$ cat src/sv/pdift_pkg.sv
// pdift_pkg: shared types and constants of the serial frame transceiver.
// Used by the channel interfaces and by pdi_frame_transceiver.
`default_nettype none

package pdift_pkg;

   // frame layout and limits
   localparam int FRAME_BITS = 12;
   localparam int IDLE_MAX   = 64;
   localparam int LEFT_W     = 7;
   localparam logic [6:0] HUNT_RESET = 7'd64;

   // field widths
   localparam int OPCODE_W = 2;
   localparam int DATA_W   = 8;
   localparam int COUNT_W  = 7;
   localparam int KIND_W   = 3;

   // receiver phases: hunting, data bits 1..8, parity, first stop, second stop
   localparam logic [3:0] PH_HUNT      = 4'd0;
   localparam logic [3:0] PH_DATA_LAST = 4'd8;
   localparam logic [3:0] PH_PARITY    = 4'd9;
   localparam logic [3:0] PH_STOP1     = 4'd10;
   localparam logic [3:0] PH_STOP2     = 4'd11;

   // csr map
   localparam int CSR_ADDR_W = 3;
   localparam logic CSR_IDX_HUNT_LIMIT = 1'b0;

   typedef enum logic [OPCODE_W-1:0] {
      OP_TX   = 2'd0,
      OP_RX   = 2'd1,
      OP_IDLE = 2'd2,
      OP_NONE = 2'd3
   } opcode_type;

   typedef enum logic [KIND_W-1:0] {
      KIND_LINE    = 3'd0,
      KIND_OK      = 3'd1,
      KIND_PARITY  = 3'd2,
      KIND_FRAMING = 3'd3,
      KIND_TIMEOUT = 3'd4
   } kind_type;

endpackage

`default_nettype wire

$ cat src/sv/pdift_if.sv
// pdift_req_if / pdift_rsp_if: valid/ready channels of the transceiver.
// Depends on pdift_pkg for field widths.
`default_nettype none

interface pdift_req_if import pdift_pkg::*; ();
   logic                valid;
   logic                ready;
   logic [OPCODE_W-1:0] opcode;
   logic [DATA_W-1:0]   tx_data;
   logic                sampled_bit;
   logic [COUNT_W-1:0]  idle_count;

   modport source (output valid, opcode, tx_data, sampled_bit, idle_count, input ready);
   modport sink   (input valid, opcode, tx_data, sampled_bit, idle_count, output ready);
endinterface

interface pdift_rsp_if import pdift_pkg::*; ();
   logic              valid;
   logic              ready;
   logic [KIND_W-1:0] kind;
   logic              line_bit;
   logic [DATA_W-1:0] rx_byte;
   logic              last;

   modport source (output valid, kind, line_bit, rx_byte, last, input ready);
   modport sink   (input valid, kind, line_bit, rx_byte, last, output ready);
endinterface

`default_nettype wire

$ cat src/sv/pdi_frame_transceiver.sv
// pdi_frame_transceiver: 12-bit serial frame transmitter/receiver (8E2).
// Depends on pdift_pkg and the channel interfaces in pdift_if.sv.
//
//   channel  direction  word
//   req      in         opcode, tx_data, sampled_bit, idle_count
//   rsp      out        kind, line_bit, rx_byte, last
//   csr      APB        hunt_limit at byte address 0
//
// A receive word is taken every cycle unless rsp.ready stalls, and gives at
// most one result word. A transmit word gives 12 result words, an idle word
// n words; the result register sends one word per cycle while rsp.ready is
// high, so req is held until the final result word of the job moves out.
// Reset (synchronous) clears the receiver, empties both stages and sets
// hunt_limit to 64. rsp.ready low holds the result register and the job.
`default_nettype none

module pdi_frame_transceiver import pdift_pkg::*; (
   input  wire logic                  clock,
   input  wire logic                  reset,
   pdift_req_if.sink                  req,
   pdift_rsp_if.source                rsp,
   input  wire logic                  csr_psel,
   input  wire logic                  csr_penable,
   input  wire logic                  csr_pwrite,
   input  wire logic [CSR_ADDR_W-1:0] csr_paddr,
   input  wire logic [31:0]           csr_pwdata,
   output logic      [31:0]           csr_prdata,
   output logic                       csr_pready
);

   // configuration
   logic [6:0] hunt_limit_ff, hunt_limit_in;

   // receiver state
   logic [3:0] rx_phase_ff, rx_phase_in;
   logic [6:0] hunt_count_ff, hunt_count_in;
   logic [7:0] rx_shift_ff, rx_shift_in;
   logic       parity_acc_ff, parity_acc_in;
   logic       parity_seen_ff, parity_seen_in;
   logic       stop_seen_ff, stop_seen_in;

   // job stage: results still to send for the current word
   logic [LEFT_W-1:0]     job_left_ff, job_left_in;
   logic [FRAME_BITS-1:0] job_bits_ff, job_bits_in;
   logic [KIND_W-1:0]     job_kind_ff, job_kind_in;
   logic [DATA_W-1:0]     job_byte_ff, job_byte_in;

   // result register
   logic              rsp_valid_ff, rsp_valid_in;
   logic [KIND_W-1:0] rsp_kind_ff, rsp_kind_in;
   logic              rsp_bit_ff, rsp_bit_in;
   logic [DATA_W-1:0] rsp_byte_ff, rsp_byte_in;
   logic              rsp_last_ff, rsp_last_in;

   logic job_valid, out_free, emit, job_done, accept;
   logic csr_write;

   // receive decode
   logic              rx_hit;
   logic [KIND_W-1:0] rx_kind;
   logic [DATA_W-1:0] rx_byte;
   logic [6:0]        lim;
   logic [7:0]        cnt;
   logic              frame_par;
   logic [LEFT_W-1:0] idle_sat;

   // handshake
   assign job_valid = (job_left_ff != '0);
   assign out_free  = !rsp_valid_ff || rsp.ready;
   assign emit      = job_valid && out_free;
   assign job_done  = emit && (job_left_ff == LEFT_W'(1));
   assign req.ready = !job_valid || job_done;
   assign accept    = req.valid && req.ready;

   // csr port
   assign csr_pready = 1'b1;
   assign csr_write  = csr_psel && csr_penable && csr_pwrite;
   assign csr_prdata = (csr_paddr[2] == CSR_IDX_HUNT_LIMIT) ? {25'd0, hunt_limit_ff} : 32'd0;

   always_comb begin
      hunt_limit_in = hunt_limit_ff;
      if (csr_write && (csr_paddr[2] == CSR_IDX_HUNT_LIMIT)) begin
         hunt_limit_in = csr_pwdata[6:0];
      end
   end

   assign frame_par = ^req.tx_data;
   assign idle_sat  = (req.idle_count > LEFT_W'(IDLE_MAX)) ? LEFT_W'(IDLE_MAX) : req.idle_count;
   assign lim       = (hunt_limit_ff == 7'd0) ? 7'd1 : hunt_limit_ff;
   assign cnt       = {1'b0, hunt_count_ff} + 8'd1;

   // receiver and word decode
   always_comb begin
      rx_phase_in    = rx_phase_ff;
      hunt_count_in  = hunt_count_ff;
      rx_shift_in    = rx_shift_ff;
      parity_acc_in  = parity_acc_ff;
      parity_seen_in = parity_seen_ff;
      stop_seen_in   = stop_seen_ff;
      rx_hit         = 1'b0;
      rx_kind        = KIND_TIMEOUT;
      rx_byte        = '0;
      if (accept) begin
         unique case (req.opcode)
            OP_TX, OP_IDLE: begin
               rx_phase_in    = PH_HUNT;
               hunt_count_in  = '0;
               rx_shift_in    = '0;
               parity_acc_in  = 1'b0;
               parity_seen_in = 1'b0;
               stop_seen_in   = 1'b0;
            end
            OP_RX: begin
               priority if (rx_phase_ff == PH_HUNT || rx_phase_ff > PH_STOP2) begin
                  if (!req.sampled_bit) begin
                     // start bit
                     rx_phase_in    = 4'd1;
                     hunt_count_in  = '0;
                     rx_shift_in    = '0;
                     parity_acc_in  = 1'b0;
                     parity_seen_in = 1'b0;
                     stop_seen_in   = 1'b0;
                  end else begin
                     rx_phase_in = PH_HUNT;
                     if (cnt >= {1'b0, lim}) begin
                        hunt_count_in = '0;
                        rx_hit        = 1'b1;
                        rx_kind       = KIND_TIMEOUT;
                     end else begin
                        hunt_count_in = cnt[6:0];
                     end
                  end
               end else if (rx_phase_ff <= PH_DATA_LAST) begin
                  rx_shift_in   = {req.sampled_bit, rx_shift_ff[7:1]};
                  parity_acc_in = parity_acc_ff ^ req.sampled_bit;
                  rx_phase_in   = rx_phase_ff + 4'd1;
               end else if (rx_phase_ff == PH_PARITY) begin
                  parity_seen_in = req.sampled_bit;
                  rx_phase_in    = PH_STOP1;
               end else if (rx_phase_ff == PH_STOP1) begin
                  stop_seen_in = req.sampled_bit;
                  rx_phase_in  = PH_STOP2;
               end else begin
                  // second stop: report the frame, level ignored
                  rx_hit  = 1'b1;
                  rx_byte = rx_shift_ff;
                  priority if (parity_seen_ff != parity_acc_ff) rx_kind = KIND_PARITY;
                  else if (!stop_seen_ff)                      rx_kind = KIND_FRAMING;
                  else                                         rx_kind = KIND_OK;
                  rx_phase_in    = PH_HUNT;
                  hunt_count_in  = '0;
                  rx_shift_in    = '0;
                  parity_acc_in  = 1'b0;
                  parity_seen_in = 1'b0;
                  stop_seen_in   = 1'b0;
               end
            end
            OP_NONE: begin
            end
            default: begin
            end
         endcase
      end
   end

   // job stage: load a new word, else shift out one result per emit
   always_comb begin
      job_left_in = job_left_ff;
      job_bits_in = job_bits_ff;
      job_kind_in = job_kind_ff;
      job_byte_in = job_byte_ff;
      if (emit) begin
         job_left_in = job_left_ff - LEFT_W'(1);
         job_bits_in = {1'b1, job_bits_ff[FRAME_BITS-1:1]};
      end
      if (accept) begin
         unique case (req.opcode)
            OP_TX: begin
               job_left_in = LEFT_W'(FRAME_BITS);
               job_bits_in = {2'b11, frame_par, req.tx_data, 1'b0};
               job_kind_in = KIND_LINE;
               job_byte_in = '0;
            end
            OP_IDLE: begin
               job_left_in = idle_sat;
               job_bits_in = '1;
               job_kind_in = KIND_LINE;
               job_byte_in = '0;
            end
            OP_RX: begin
               job_left_in = rx_hit ? LEFT_W'(1) : '0;
               job_bits_in = '0;
               job_kind_in = rx_kind;
               job_byte_in = rx_byte;
            end
            OP_NONE: begin
               job_left_in = '0;
            end
            default: begin
               job_left_in = '0;
            end
         endcase
      end
   end

   // result register
   always_comb begin
      rsp_valid_in = rsp_valid_ff && !rsp.ready;
      rsp_kind_in  = rsp_kind_ff;
      rsp_bit_in   = rsp_bit_ff;
      rsp_byte_in  = rsp_byte_ff;
      rsp_last_in  = rsp_last_ff;
      if (emit) begin
         rsp_valid_in = 1'b1;
         rsp_kind_in  = job_kind_ff;
         rsp_bit_in   = job_bits_ff[0];
         rsp_byte_in  = job_byte_ff;
         rsp_last_in  = (job_left_ff == LEFT_W'(1));
      end
   end

   assign rsp.valid    = rsp_valid_ff;
   assign rsp.kind     = rsp_kind_ff;
   assign rsp.line_bit = rsp_bit_ff;
   assign rsp.rx_byte  = rsp_byte_ff;
   assign rsp.last     = rsp_last_ff;

   // control state
   always_ff @(posedge clock) begin
      if (reset) begin
         hunt_limit_ff  <= HUNT_RESET;
         rx_phase_ff    <= PH_HUNT;
         hunt_count_ff  <= '0;
         rx_shift_ff    <= '0;
         parity_acc_ff  <= 1'b0;
         parity_seen_ff <= 1'b0;
         stop_seen_ff   <= 1'b0;
         job_left_ff    <= '0;
         rsp_valid_ff   <= 1'b0;
      end else begin
         hunt_limit_ff  <= hunt_limit_in;
         rx_phase_ff    <= rx_phase_in;
         hunt_count_ff  <= hunt_count_in;
         rx_shift_ff    <= rx_shift_in;
         parity_acc_ff  <= parity_acc_in;
         parity_seen_ff <= parity_seen_in;
         stop_seen_ff   <= stop_seen_in;
         job_left_ff    <= job_left_in;
         rsp_valid_ff   <= rsp_valid_in;
      end
   end

   // payload
   always_ff @(posedge clock) begin
      job_bits_ff <= job_bits_in;
      job_kind_ff <= job_kind_in;
      job_byte_ff <= job_byte_in;
      rsp_kind_ff <= rsp_kind_in;
      rsp_bit_ff  <= rsp_bit_in;
      rsp_byte_ff <= rsp_byte_in;
      rsp_last_ff <= rsp_last_in;
   end

endmodule

`default_nettype wire

$ cat src/flat_wrapper.sv
// flat-port wrapper written by rule: the top's interface ports become plain ports
module pdi_frame_transceiver_flat import pdift_pkg::*;
  (clock, reset, csr_psel, csr_penable, csr_pwrite, csr_paddr, csr_pwdata, csr_prdata, csr_pready, req_valid, req_opcode, req_tx_data, req_sampled_bit, req_idle_count, req_ready, rsp_valid, rsp_kind, rsp_line_bit, rsp_rx_byte, rsp_last, rsp_ready);
  pdift_req_if req_i ();
  pdift_rsp_if rsp_i ();
  input  wire logic clock;
  input  wire logic reset;
  input  wire logic csr_psel;
  input  wire logic csr_penable;
  input  wire logic csr_pwrite;
  input  wire logic [CSR_ADDR_W-1:0] csr_paddr;
  input  wire logic [31:0] csr_pwdata;
  output logic      [31:0] csr_prdata;
  output logic csr_pready;
  input wire logic [$bits(req_i.valid)-1:0] req_valid;
  input wire logic [$bits(req_i.opcode)-1:0] req_opcode;
  input wire logic [$bits(req_i.tx_data)-1:0] req_tx_data;
  input wire logic [$bits(req_i.sampled_bit)-1:0] req_sampled_bit;
  input wire logic [$bits(req_i.idle_count)-1:0] req_idle_count;
  output wire logic [$bits(req_i.ready)-1:0] req_ready;
  output wire logic [$bits(rsp_i.valid)-1:0] rsp_valid;
  output wire logic [$bits(rsp_i.kind)-1:0] rsp_kind;
  output wire logic [$bits(rsp_i.line_bit)-1:0] rsp_line_bit;
  output wire logic [$bits(rsp_i.rx_byte)-1:0] rsp_rx_byte;
  output wire logic [$bits(rsp_i.last)-1:0] rsp_last;
  input wire logic [$bits(rsp_i.ready)-1:0] rsp_ready;
  assign req_i.valid = req_valid;
  assign req_i.opcode = req_opcode;
  assign req_i.tx_data = req_tx_data;
  assign req_i.sampled_bit = req_sampled_bit;
  assign req_i.idle_count = req_idle_count;
  assign req_ready = req_i.ready;
  assign rsp_valid = rsp_i.valid;
  assign rsp_kind = rsp_i.kind;
  assign rsp_line_bit = rsp_i.line_bit;
  assign rsp_rx_byte = rsp_i.rx_byte;
  assign rsp_last = rsp_i.last;
  assign rsp_i.ready = rsp_ready;
  pdi_frame_transceiver u_core (.clock(clock), .reset(reset), .req(req_i), .rsp(rsp_i), .csr_psel(csr_psel), .csr_penable(csr_penable), .csr_pwrite(csr_pwrite), .csr_paddr(csr_paddr), .csr_pwdata(csr_pwdata), .csr_prdata(csr_prdata), .csr_pready(csr_pready));
endmodule
$ cat config.mk
export PLATFORM = sky130hd
export DESIGN_NAME = pdi_frame_transceiver_flat
export DESIGN_NICKNAME = d
export VERILOG_FILES = /design/src/sv/pdift_pkg.sv /design/src/sv/pdift_if.sv /design/src/sv/pdi_frame_transceiver.sv /design/src/flat_wrapper.sv
export SDC_FILE = /design/constraint.sdc
export NUM_CORES = 1
export LEC_CHECK = 0
export BUFFER_PORTS_ARGS = -buffer_cell sky130_fd_sc_hd__buf_2
export CAP_MARGIN = 20
export CORE_MARGIN = 3
export CORE_UTILIZATION = 41
export DETAILED_ROUTE_END_ITERATION = 10
export GPL_ROUTABILITY_DRIVEN = 0
export PLACE_DENSITY = 0.68
export SLEW_MARGIN = 40
export SYNTH_ARGS = -nofsm -noshare
export SYNTH_HDL_FRONTEND = slang
export SYNTH_SLANG_ARGS = --single-unit
$ cat constraint.sdc
create_clock -name clock -period 2.7 [get_ports clock]
set_clock_uncertainty 0.05 [all_clocks]
set_input_delay 0.135 -clock clock [delete_from_list [all_inputs] [get_ports clock]]
set_output_delay 0.135 -clock clock [all_outputs]
set_load 0.02 [all_outputs]
# After elaboration in Yosys (flattened, before gate mapping)
# Cells that the tools add are included.
[totals]
out_inout_bits = 48
regBits = 73
word_cells = 130
[op_classes]
n_eq_ne = 14
addsub = 3
order_cmp = 4
reduce_logical = 26
n_mux = 65
bitwise_logic = 2
[op_table]
columns = ["cell", "count"]
rows = [
  ["$mux 7", 11],
  ["$mux 8", 9],
  ["$pmux 12 s3", 1],
  ["$pmux 8 s2", 2],
  ["$pmux 7 s4", 1],
  ["$mux 12", 2],
  ["$mux 1", 23],
  ["$reduce_and 5->1", 4],
  ["$mux 4", 4],
  ["$mux 3", 5],
  ["$pmux 7 s2", 1],
  ["$ne 4x2->1 const B", 3],
  ["$ne 3x2->1 const B", 3],
  ["$add 7x1->8 const B", 1],
  ["$eq 4x4->1 const B", 2],
  ["$ge 8x7->1", 1],
  ["$pmux 4 s2", 1],
  ["$reduce_xor 8->1", 1],
  ["$eq 7x1->1 const B", 1],
  ["$gt 7x7->1 const B", 1],
  ["$logic_and 1x1->1", 7],
  ["$logic_not 7->1", 1],
  ["$reduce_bool 7->1", 1],
  ["$sub 7x1->7 const B", 1],
  ["other kinds (19)", 27],
]

# Logic depth before layout (Yosys ltp)
[depth]
depth_word = 11
ltp_mapped = 11
ltp_nobuf = 11

# Least setup slack after synthesis
# Ideal clock, no wire load.
[synth_path]
path_kind = "register to register"
startpoint = "register u_core.hunt_count_ff[0]"
endpoint = "register u_core.hunt_count_ff[4]"
n_path_buf = 0
required_time_ns = 2.591
path_stages_with_launch = 11
setup_slack_ns = 0.311
t_arrival_ns = 2.280
path_cell_list = "dfxtp_1 > ha_1 > nor2b_1 > nand2b_1 > ha_1 > a211o_1 > a31oi_1 > o211ai_1 > nor4_2 > nor2b_1 > a22o_1"
[synth_via]
elab_chain_len = 6
[synth_rtl]
columns = ["element", "line", "rtl"]
rows = [
  ["start, declared", "pdi_frame_transceiver.sv:36", "logic [6:0] hunt_count_ff, hunt_count_in;"],
  ["start signal, assigned", "pdi_frame_transceiver.sv:243", "hunt_count_ff <= hunt_count_in;"],
  ["$add 7x1->8 *", "pdi_frame_transceiver.sv:90", "assign cnt = {1'b0, hunt_count_ff} + 8'd1;"],
  ["$ge 8x7->1", "pdi_frame_transceiver.sv:125", "if (cnt >= {1'b0, lim}) begin"],
  ["$mux 7 *", "pdi_frame_transceiver.sv:125", ""],
  ["$mux 7 *", "pdi_frame_transceiver.sv:115", "if (!req.sampled_bit) begin"],
  ["$mux 7 *", "pdi_frame_transceiver.sv:114", "priority if (rx_phase_ff == PH_HUNT || rx_phase_ff > PH_STOP2) begin"],
  ["$pmux 7 s2 *", "pdi_frame_transceiver.sv:104", "unique case (req.opcode)"],
]
# Mark *: on every way between the ends. The rest lies on a longest branch, timed or not.
# A chain may end at the register's enable or synchronous reset.

# Final worst setup path
[layout_path]
startpoint = "register u_core.hunt_count_ff[1]"
endpoint = "register u_core.hunt_count_ff[5]"
# The elaborated chain is that of the path after synthesis.

==> flow_metrics.py <==
metrics = {
    "setup_path": {
        "slowest_delay_ps": 360,
        "start_kind": "flop",
        "crit_path_end_kind": "flop",
        "cp_max_fo": 4,
        "criticalPathCategory": "flop to flop",
        "required_ps": 2920,
        "crit_path_cell_trace": "ha_2 > nor2b_1 > nand2b_1 > ha_1 > a211o_1 > a31oi_1 > o211ai_1 > nor4_2 > buf_4 > a21oi_1 > o22ai_1",
        "cp_slowest_cell": "dfxtp_2",
        "arrival_ps": 2740,
    },
    "route": {
        "post_drt_wl_per_cell_um": 12.9,
        "drt-pass1-iter-count": 4,
        "via_count": 3094,
        "routed_wl_mm": 7.97,
        "dr.first_iter.drc_count": 201,
        "post_drt_via_cell_ratio": 5.01,
        "post-route-drc-count": 0,
        "ant_nets": 0,
    },
    "sta": {
        "rsz0062_at_grt": "false",
        "worstMarginPinSlew_ps": 650,
        "report.final.slew_viol_count": 0,
        "report.final.setup_viol": 0,
        "period_share_pct": 93.3,
        "whs_ps": 7.79,
        "max_clock_freq_mhz": 397,
        "period_needed_ps": 2520,
        "slew_headroom_pct": 56.7,
        "setup_tns_ps": 0,
        "hold_viol": 0,
    },
    "yosys": {
        "synth-edff-count": 24,
        "seq_area_frac_synth_pct": 43.5,
        "yosys.area.top_type": "dfxtp_1",
        "ys_types": 60,
        "netlist_instances": 425,
        "ys_ff_latch": 73,
        "synthTopCellsByArea": "dfxtp_1, edfxtp_1, buf_4",
        "mappedNetlistArea_mm2": 0.00391,
        "async_flop_share_pct": 0,
        "netlist.area_leader.share_pct": 25.1,
        "synth_top_flop_cell": "dfxtp_1",
        "ys_warn_count": 0,
        "synth_area_per_cell_um2": 9.20,
    },
    "finish": {
        "seqCellArea_mm2": 0.00170,
        "nets": 558,
        "drive_above_1_share_pct": 18.8,
        "fillers": 904,
        "num_antenna_cells": 0,
        "finish.utilization_pct": 48.6,
        "area_growth_pct": 14.9,
        "multi_input_area_mm2": 0.00192,
        "fin_cells": 618,
        "layout_commonest_cell": "buf_2",
        "layout_common_cells": "buf_2, dfxtp_1, nor2_1",
    },
    "clock_network": {
        "htreeDepth": 3,
        "cts_tree": "built",
        "cts_made_buffers": 9,
        "cts_root_buffer": "clkbuf_8",
        "path_clk_slew_ps": 80,
        "cts.sinks": 73,
        "postCtsSetupRepairBufs": 0,
        "clock_latency_ps": 340,
        "clockBufferDepth": 2,
    },
    "grt": {
        "track_usage_pct": 14.9,
        "grt_pass1_vias": 2952,
        "overflow": 0,
        "antenna_found_initial": 0,
        "grt_pass1_wl_mm": 13.5,
        "grt_max_degree": 35,
    },
    "power": {
        "p_leak_nw": 1.90,
        "pwr_density_cell_mw_per_mm2": 808,
        "power_mw": 3.63,
        "peakVddDrop_v": 0.000373,
    },
    "placed_design": {
        "hpwl_mm": 5.63,
        "placed_cells": 590,
        "port_buffers": 54,
    },
    "outcome": {
        "status": "finished clean",
    },
    "run": {
        "maxCapViolCount": 0,
    },
    "floorplanning": {
        "core_mm2": 0.00924,
        "initial_core_util_pct": 42.3,
        "row_count": 35,
        "die_w_um": 104,
        "dieArea_mm2": 0.0107,
        "boundaryPins": 108,
        "die_h_um": 104,
    },
    "hold_path": {
        "min_path_type": "primary input to flop",
    },
}
[metrics by stage]
stage / cell area (um2) / setup slack (ps)
2_1_floorplan: 4000 / 311
3_3_place_gp: 4180 / 256
3_5_place_dp: 4180 / 188
4_1_cts: 4480 / 169
5_1_grt: 4490 / 4.86
6_report: 4490 / 180
[layout make-up]
type / count / share of cell area (%)
Multi-Input combinational cell: 307 / 42.8
Sequential cell: 73 / 37.9
Timing Repair Buffer: 74 / 10.0
Tap cell: 129 / 3.59
Clock buffer: 9 / 2.76
Inverter: 19 / 1.59
Clock inverter: 7 / 1.36
[cell usage after synthesis (13+ instances only)]
| master | instances |
|---|---|
| a21oi_1 | 20 |
| buf_4 | 28 |
| dfxtp_1 | 49 |
| edfxtp_1 | 24 |
| ha_1 | 14 |
| inv_1 | 19 |
| mux2i_1 | 18 |
| nand2_1 | 35 |
| nand2b_1 | 13 |
| nand3_1 | 17 |
| nor2_1 | 41 |
| o21ai_0 | 17 |
[routing by layer]
metal  track usage (%)  wire (um)  part of all wire [%]
met4              3.70         53                  0.67
met3              3.86        404                   5.1
met1              18.7       3540                    44
met2              25.8       3970                    50
met5                 0          0                     0
[path summary, 6_finish.rpt]
kind | start | endpoint | slack [ps] | depth (start not counted)
hold reg to reg | u_core.job_byte_ff[6] | u_core.rsp.rx_byte[6] | 370 | 0
hold / removal | csr_pwdata[3] | u_core.hunt_limit_ff[3] | 8 | 3
setup reg to reg | u_core.hunt_count_ff[1] | u_core.hunt_count_ff[5] | 180 | 11
setup / recovery | u_core.hunt_count_ff[1] | u_core.hunt_count_ff[5] | 180 | 11
[state kept, by name, summed over array words and instances (netlist names)]
register	flops
u_core.hunt_count_ff	7
u_core.hunt_limit_ff	7
u_core.job_bits_ff	12
u_core.job_byte_ff	8
u_core.job_kind_ff	3
u_core.job_left_ff	7
u_core.parity_acc_ff	1
u_core.parity_seen_ff	1
u_core.rsp.kind	3
u_core.rsp.last	1
u_core.rsp.line_bit	1
u_core.rsp.rx_byte	8
u_core.rsp.valid	1
u_core.rx_phase_ff	4
u_core.rx_shift_ff	8
u_core.stop_seen_ff	1
[report_power, final]
group	switching, mW	internal, mW	total, mW
Sequential	0.0959	1.43	1.53
Combinational	0.814	0.491	1.31
Clock	0.450	0.351	0.800
Total	1.36	2.27	3.63
[worst max-delay path: cells and delay by family (launching register included)]
kind	cells	cell delay, ps
AOI/OAI and AO/OA	5	810
buffers and inverters	1	190
adders and majority gates	2	510
and+or+nand+nor	3	540
DFF	1	360
[cells by family after synthesis]
| kind of cell | count (synthesis) | share of synthesized area [%] |
|---|---|---|
| compound gates | 84 | 14.9 |
| xor+xnor | 12 | 2.69 |
| fa+ha+maj | 14 | 4.48 |
| buf+inv | 69 | 9.95 |
| flops | 73 | 43.5 |
| mux | 18 | 4.61 |
| other cells | 2 | 0.192 |
| simple gates | 153 | 19.7 |
[what timing repair did]
item	4_1_cts	5_1_grt
endpoints found under the setup margin	0	6
hold endpoints to repair	12	0
gates resized for setup	0	5
hold buffers	12	0
(Power assumes the default switching activity.)
